<file path="config.mk">
export PLATFORM = sky130hd
export DESIGN_NAME = fra_fit
export DESIGN_NICKNAME = d
export VERILOG_FILES = /design/src/hw/rtl/fra_pkg.sv /design/src/hw/rtl/fra_fit.sv
export SDC_FILE = /design/constraint.sdc
export NUM_CORES = 1
export LEC_CHECK = 0
export BUFFER_PORTS_ARGS = -buffer_cell sky130_fd_sc_hd__buf_4
export CORE_MARGIN = 3
export CORE_UTILIZATION = 49
export DETAILED_ROUTE_END_ITERATION = 8
export PLACE_DENSITY = 0.8
export RECOVER_POWER = 25
export SLEW_MARGIN = 40
export SYNTH_ARGS = -nofsm -noshare
export SYNTH_HDL_FRONTEND = slang
export SYNTH_SLANG_ARGS = --single-unit
export TNS_END_PERCENT = 100
</file>
<file path="constraint.sdc">
create_clock -name i_clk -period 11.8 [get_ports i_clk]
set_input_delay 2.36 -clock i_clk [delete_from_list [all_inputs] [get_ports i_clk]]
set_output_delay 2.36 -clock i_clk [all_outputs]
set_load 0.05 [all_outputs]
</file>
<file path="src/hw/rtl/fra_pkg.sv">
// Shared constants for the fenced ring allocator.
package fra_pkg;

    localparam int STAMP_W = 64;
    localparam int ALIGN_W = 5;

    localparam logic OP_ALLOC   = 1'b0;
    localparam logic OP_RECLAIM = 1'b1;

endpackage

</file>
<file path="src/hw/rtl/fra_fit.sv">
// Placement unit: registered room and padding, then the fit decision.
module fra_fit import fra_pkg::*; #(
    parameter int ADDR_BITS = 24,
    localparam int PW       = ADDR_BITS + 1
) (
    input  logic                 i_clk,
    input  logic                 i_load,
    input  logic [PW-1:0]        i_cap,
    input  logic [PW-1:0]        i_write_pos,
    input  logic [PW-1:0]        i_begin_pos,
    input  logic [PW-1:0]        i_used,
    input  logic [ADDR_BITS-1:0] i_size,
    input  logic [ALIGN_W-1:0]   i_align,
    input  logic                 i_full,
    output logic                 o_ok,
    output logic [PW-1:0]        o_at
);

    localparam int XW = (PW > 32 ? PW : 32) + 1;
    localparam logic [PW-1:0] CAP_MAX = PW'(1) << ADDR_BITS;

    logic [PW-1:0] cap_eff;
    logic          unwrapped;
    logic [PW-1:0] room;
    logic [XW-1:0] mask;
    logic [XW-1:0] pad;

    logic          r_pre_ok;
    logic          r_unwrapped;
    logic          r_wrap_fit;
    logic [XW-1:0] r_room;
    logic [XW-1:0] r_pad;
    logic [XW-1:0] r_size;
    logic [XW-1:0] r_write_pos;

    logic          fits;
    logic [XW-1:0] placed;

    always_comb begin
        cap_eff   = (i_cap > CAP_MAX) ? CAP_MAX : i_cap;
        unwrapped = (i_begin_pos < i_write_pos)
                    || ((i_begin_pos == i_write_pos) && (i_used == '0));
        if (unwrapped) begin
            room = (i_write_pos < cap_eff) ? (cap_eff - i_write_pos) : '0;
        end else begin
            room = i_begin_pos - i_write_pos;
        end
        mask = (XW'(1) << i_align) - XW'(1);
        pad  = (XW'(0) - XW'(i_write_pos)) & mask;
    end

    always_ff @(posedge i_clk) begin
        if (i_load) begin
            r_pre_ok    <= (PW'(i_size) < cap_eff) && !i_full;
            r_unwrapped <= unwrapped;
            r_wrap_fit  <= (PW'(i_size) <= i_begin_pos);
            r_room      <= XW'(room);
            r_pad       <= pad;
            r_size      <= XW'(i_size);
            r_write_pos <= XW'(i_write_pos);
        end
    end

    always_comb begin
        fits   = (r_room >= r_pad) && ((r_room - r_pad) >= r_size);
        placed = r_write_pos + r_pad;
        o_ok   = r_pre_ok && (fits || (r_unwrapped && r_wrap_fit));
        o_at   = fits ? placed[PW-1:0] : '0;
    end

endmodule

</file>
# Word level (Yosys, flattened, before mapping)
# Index checks and enable logic that the tools add are counted.
# Widths: inputs -> output; s select.
[word_totals] elab_cells=36 register_bits=110 output_inout_bits=26 in_bits=132
[op_classes] n_lt_le_gt_ge=7 eq_ne=1 muxes=4 addsub=6 bitwise_logic=1 n_shift=1 reduce_logical=9
[op_table] cell="$mux 25" n=4
[op_table] cell="$lt 25x25->1" n=2
[op_table] cell="$sub 25x25->25" n=2
[op_table] cell="$and 33x33->33" n=1
[op_table] cell="$ge 25x33->1" n=1
[op_table] cell="$ge 33x24->1" n=1
[op_table] cell="$shl 1x5->33 const A" n=1
[op_table] cell="$sub 25x33->33" n=1
[op_table] cell="$sub 33x2->33 const B" n=1
[op_table] cell="$sub 1x25->26 const A" n=1
[op_table] cell="$add 25x25->25" n=1
[op_table] cell="$eq 25x25->1" n=1
[op_table] cell="$gt 25x25->1 const B" n=1
[op_table] cell="$le 24x25->1" n=1
[op_table] cell="$logic_not 25->1" n=1
[op_table] cell="$lt 24x25->1" n=1
[op_table] cell="$logic_and 1x1->1" n=5
[op_table] cell="$logic_or 1x1->1" n=2
[op_table] cell="$logic_not 1->1" n=1

# Depth between registers and ports, before layout
[depth] ltp_word=5 depth_mapped=22 ltp_nobuf=21

# Least setup slack after synthesis
# No wires, ideal clock.
[synth_timing] path_kind="flip-flop to output port" from="register r_pad[1]" to="output port o_at[20]" setup_slack_ns=4.939 n_path_buf=0 path_stages_with_launch=20 arrival_time_ns=4.501 t_required_ns=9.440 cell_sequence="edfxtp_1 -> inv_1 -> ha_1 -> nor2b_1 -> o31a_1 -> o31a_1 -> o211ai_1 -> a31oi_1 -> nor2_1 -> nor2b_1 -> nor2_1 -> xnor2_1 -> ha_1 -> nand4_1 -> nor4_1 -> o21ai_0 -> a41o_1 -> o2111ai_1 -> o41a_4 -> nor3b_1"
[synth_via] elab_chain_len=4 word_cells_on_any_way=6 cone_classes="add/sub (2); order compare (2); mux (1); reduce/logical (1)"
[synth_rtl] item="start, declared" line="fra_fit.sv:32" rtl="logic [XW-1:0] r_pad;"
[synth_rtl] item="start signal, assigned" line="fra_fit.sv:58" rtl="r_pad <= pad;"
[synth_rtl] item="$sub 25x33->33" line="fra_fit.sv:65" rtl="fits = (r_room >= r_pad) && ((r_room - r_pad) >= r_size);"
[synth_rtl] item="$ge 33x24->1" line="fra_fit.sv:65"
[synth_rtl] item="$logic_and 1x1->1" line="fra_fit.sv:65"
[synth_rtl] item="$mux 25 *" line="fra_fit.sv:68" rtl="o_at = fits ? placed[PW-1:0] : '0;"
[synth_rtl] item="end, declared" line="fra_fit.sv:16" rtl="output logic [PW-1:0] o_at"
# Mark *: on every way between the ends. The rest lies on a longest branch, timed or not.

# Final worst setup path
[layout_timing] from="register r_room[0]" to="output port o_ok"
[layout_via] elab_chain_len=5 word_cells_on_any_way=6 cone_classes="add/sub (1); order compare (2); reduce/logical (3)"
[layout_rtl] item="start, declared" line="fra_fit.sv:31" rtl="logic [XW-1:0] r_room;"
[layout_rtl] item="start signal, assigned" line="fra_fit.sv:57" rtl="r_room <= XW'(room);"
[layout_rtl] item="$sub 25x33->33" line="fra_fit.sv:65"
[layout_rtl] item="$ge 33x24->1" line="fra_fit.sv:65"
[layout_rtl] item="$logic_and 1x1->1 *" line="fra_fit.sv:65"
[layout_rtl] item="$logic_or 1x1->1 *" line="fra_fit.sv:67" rtl="o_ok = r_pre_ok && (fits || (r_unwrapped && r_wrap_fit));"
[layout_rtl] item="$logic_and 1x1->1 *" line="fra_fit.sv:67"
[layout_rtl] item="end, declared" line="fra_fit.sv:15" rtl="output logic o_ok,"
# Marks and branches as above.

==> impl_metrics.ini <==
[detailed_routing]
vias_per_cell = 5.97
wl_per_cell_um = 18.9
drtIter0Drc = 890
wl_mm = 35.1
first_pass_iters = 6
final_antenna_net_count = 0
vias = 11100
drc_errors = 0

[worst_setup_path]
path_buf_inv = 2
slowest_stage = a221oi_1
max_stage_delay_ns = 0.60
crit_required_ns = 9.44
crit_type = flop to primary output
setup.worst_path.end_class = primary output
worstPathMaxFanout = 26
cp_cell_sequence = inv_1, ha_1, fa_1, nor2b_4, o21bai_1, nand3_1, a31oi_1, o211ai_1, a221oi_1, nor2_1, o41ai_1, xnor2_1, ha_1, nand4_1, nor3_1, a21oi_1, o31ai_1, a21oi_1, o2111ai_1, o41a_4, o21a_1, buf_4
startpoint_type = flop
crit_cells = 22
cpLargestDelayFamily = compound AO/OA/AOI/OAI gates
crit_arrival_ns = 5.13

[die]
io_pins = 158
num_rows = 56
die_x_um = 162
die_area_mm2 = 0.0264
die_y_um = 162
fp.coreArea_mm2 = 0.0238
start_util = 0.505

[clock_network]
cts_hold_buf = 0
clk_pin_slew_ns = 0.08
clock_sinks = 110
numCtsBuffers = 9
tritoncts = built
post_cts_resized = 0
cts_root_buf = clkbuf_16
cts_buffer_depth = 2
cts_setup_buffers = 0
htree_levels = 3

[run]
maxCapViolations = 1

[power]
power_leakage_nw = 6.17
power_density_mw_per_mm2 = 112
p_total_mw = 1.51
peakVddDrop_uv = 77.1

[grt]
overflow = 0
grt_antenna_before_repair = 0
grt_pass1_wl_mm = 54.3
grt_pass1_vias = 10600
grt_max_degree = 57
grtUsageTotal = 0.262

[layout]
layout-drive-gt1-share = 0.0962
fin_nets = 1842
final_cell_count_no_fill = 1858
syn_to_final_growth_pct = 13.1
utilization = 0.570
antenna_cells = 0

[sta]
rsz0062_at_grt = false
drv_slew = 56
tightest_slew_ns = 2.83
hold_viol_final = 0
tns_ns = 0
period_needed_ns = 7.49
relSlewSlack = -0.884
holdWs_ns = 2.21
setup_violations = 0
fmax_mhz = 133
final.period_utilization = 0.635

[place]
dp.cells = 1842
globalplace.congestion = 0.993
port_buffers = 157
hpwl_mm = 29.8

[synthesis]
synth_simple_gate_area_frac = 0.182
synth_mux_area_frac = 0.000835
async_reset_ff_frac = 0
synth_compound_area_frac = 0.221
yosys.area_share.adder = 0.186
synth_cells = 1392
synth_enable_flop_cells = 110
ys.warnings.count = 0
synth-seq-cells = 110
ys_types = 80
syn_area_mm2 = 0.0120
syn_area_per_cell_um2 = 8.61
yosys.area_share.xor_xnor = 0.0724
ys_seq_area_frac = 0.276
synth_ff_type = edfxtp_1
synth_top_family_by_area = compound AO/OA/AOI/OAI gates

[run_status]
violations = capacitance limit, slew limit
status = finished with violations

[worst_hold_path]
hold_path_class = input pin to flop
hold_start = i_write_pos[20]
hold-path-endpoint = r_write_pos[20]
hold_path_depth = 1
## sequential cells by signal, indices dropped and copies added (netlist names)
signal and cells:
r_pre_ok 1, r_wrap_fit 1, r_room 25, r_size 24, r_write_pos 25, r_pad 33
r_unwrapped 1
## cells in the final DEF (no fill, tap or decap), types with 47 or more instances in the layout
cell and instances:
ha_1 172, inv_1 155, a21oi_1 111, edfxtp_1 110, buf_4 109, nor2_1 100
nand2_1 90, xnor2_1 77, o21ai_0 64, clkbuf_1 49, a21o_1 47
## per-layer routing
layer	vias up	GRT usage	part of all wire
met3	82	0.0280	0.065
met1	5118	0.363	0.45
met4	0	0.107	0.045
li1	5397	-	-
met5	-	0	0
met2	487	0.421	0.44
## cells in the mapped netlist (21+ instances only)
cell type | instances | area share
ha_1 | 172 | 0.18
inv_1 | 155 | 0.049
a21oi_1 | 111 | 0.046
edfxtp_1 | 110 | 0.28
nor2_1 | 100 | 0.031
nand2_1 | 90 | 0.028
xnor2_1 | 77 | 0.056
o21ai_0 | 64 | 0.027
a21o_1 | 47 | 0.029
nor3_1 | 32 | 0.013
nand4_1 | 31 | 0.016
and2_1 | 29 | 0.015
o21a_1 | 25 | 0.016
nand3_1 | 24 | 0.010
nor4_1 | 23 | 0.012
xor2_1 | 22 | 0.016
a211oi_1 | 21 | 0.013
clkbuf_1 | 21 | 0.0066
## stage by stage
stage,setup WS [ns],cell area [µm²]
after CTS,4.43,13700
final,4.31,13500
after global placement,4.97,13400
after global routing,3.87,13500
after floorplan,4.94,12000
after detailed placement,4.83,13400
## area by class of cell
cell class                 count  area, µm²
clock buffer                   9        225
clock inverter                 7       71.3
fill                        2171      10200
inverter                     155        582
multi-input combinational   1098       7950
sequential                   110       3300
tap                          319        399
timing repair buffer         160       1020
## kinds of logic after synthesis
| group | count (synthesis) |
|---|---|
| simple gates | 421 |
| compound gates | 399 |
| buf+inv | 185 |
| fa+ha+maj | 176 |
| flops | 110 |
| xor+xnor | 99 |
| other cells | 1 |
| mux | 1 |
## power breakdown
| part | switching, mW | total, mW | internal, mW |
|---|---|---|---|
| sequential | 0.0192 | 0.498 | 0.479 |
| clock | 0.138 | 0.303 | 0.165 |
| combinational | 0.413 | 0.710 | 0.297 |
| total | 0.570 | 1.51 | 0.941 |
## worst max path at each step
| stage | start | endpoint | slack (ns) |
|---|---|---|---|
| 4_1_cts | r_room[0] | o_ok | 4.43 |
| 6_report | r_room[0] | o_ok | 4.31 |
| 3_3_place_gp | r_room[0] | o_ok | 4.97 |
| 5_1_grt | r_room[0] | o_ok | 3.87 |
| 3_5_place_dp | r_room[0] | o_ok | 4.83 |
| 2_1_floorplan | r_pad[1] | o_at[20] | 4.94 |
Note: power is estimated with default switching activity, not from simulation.
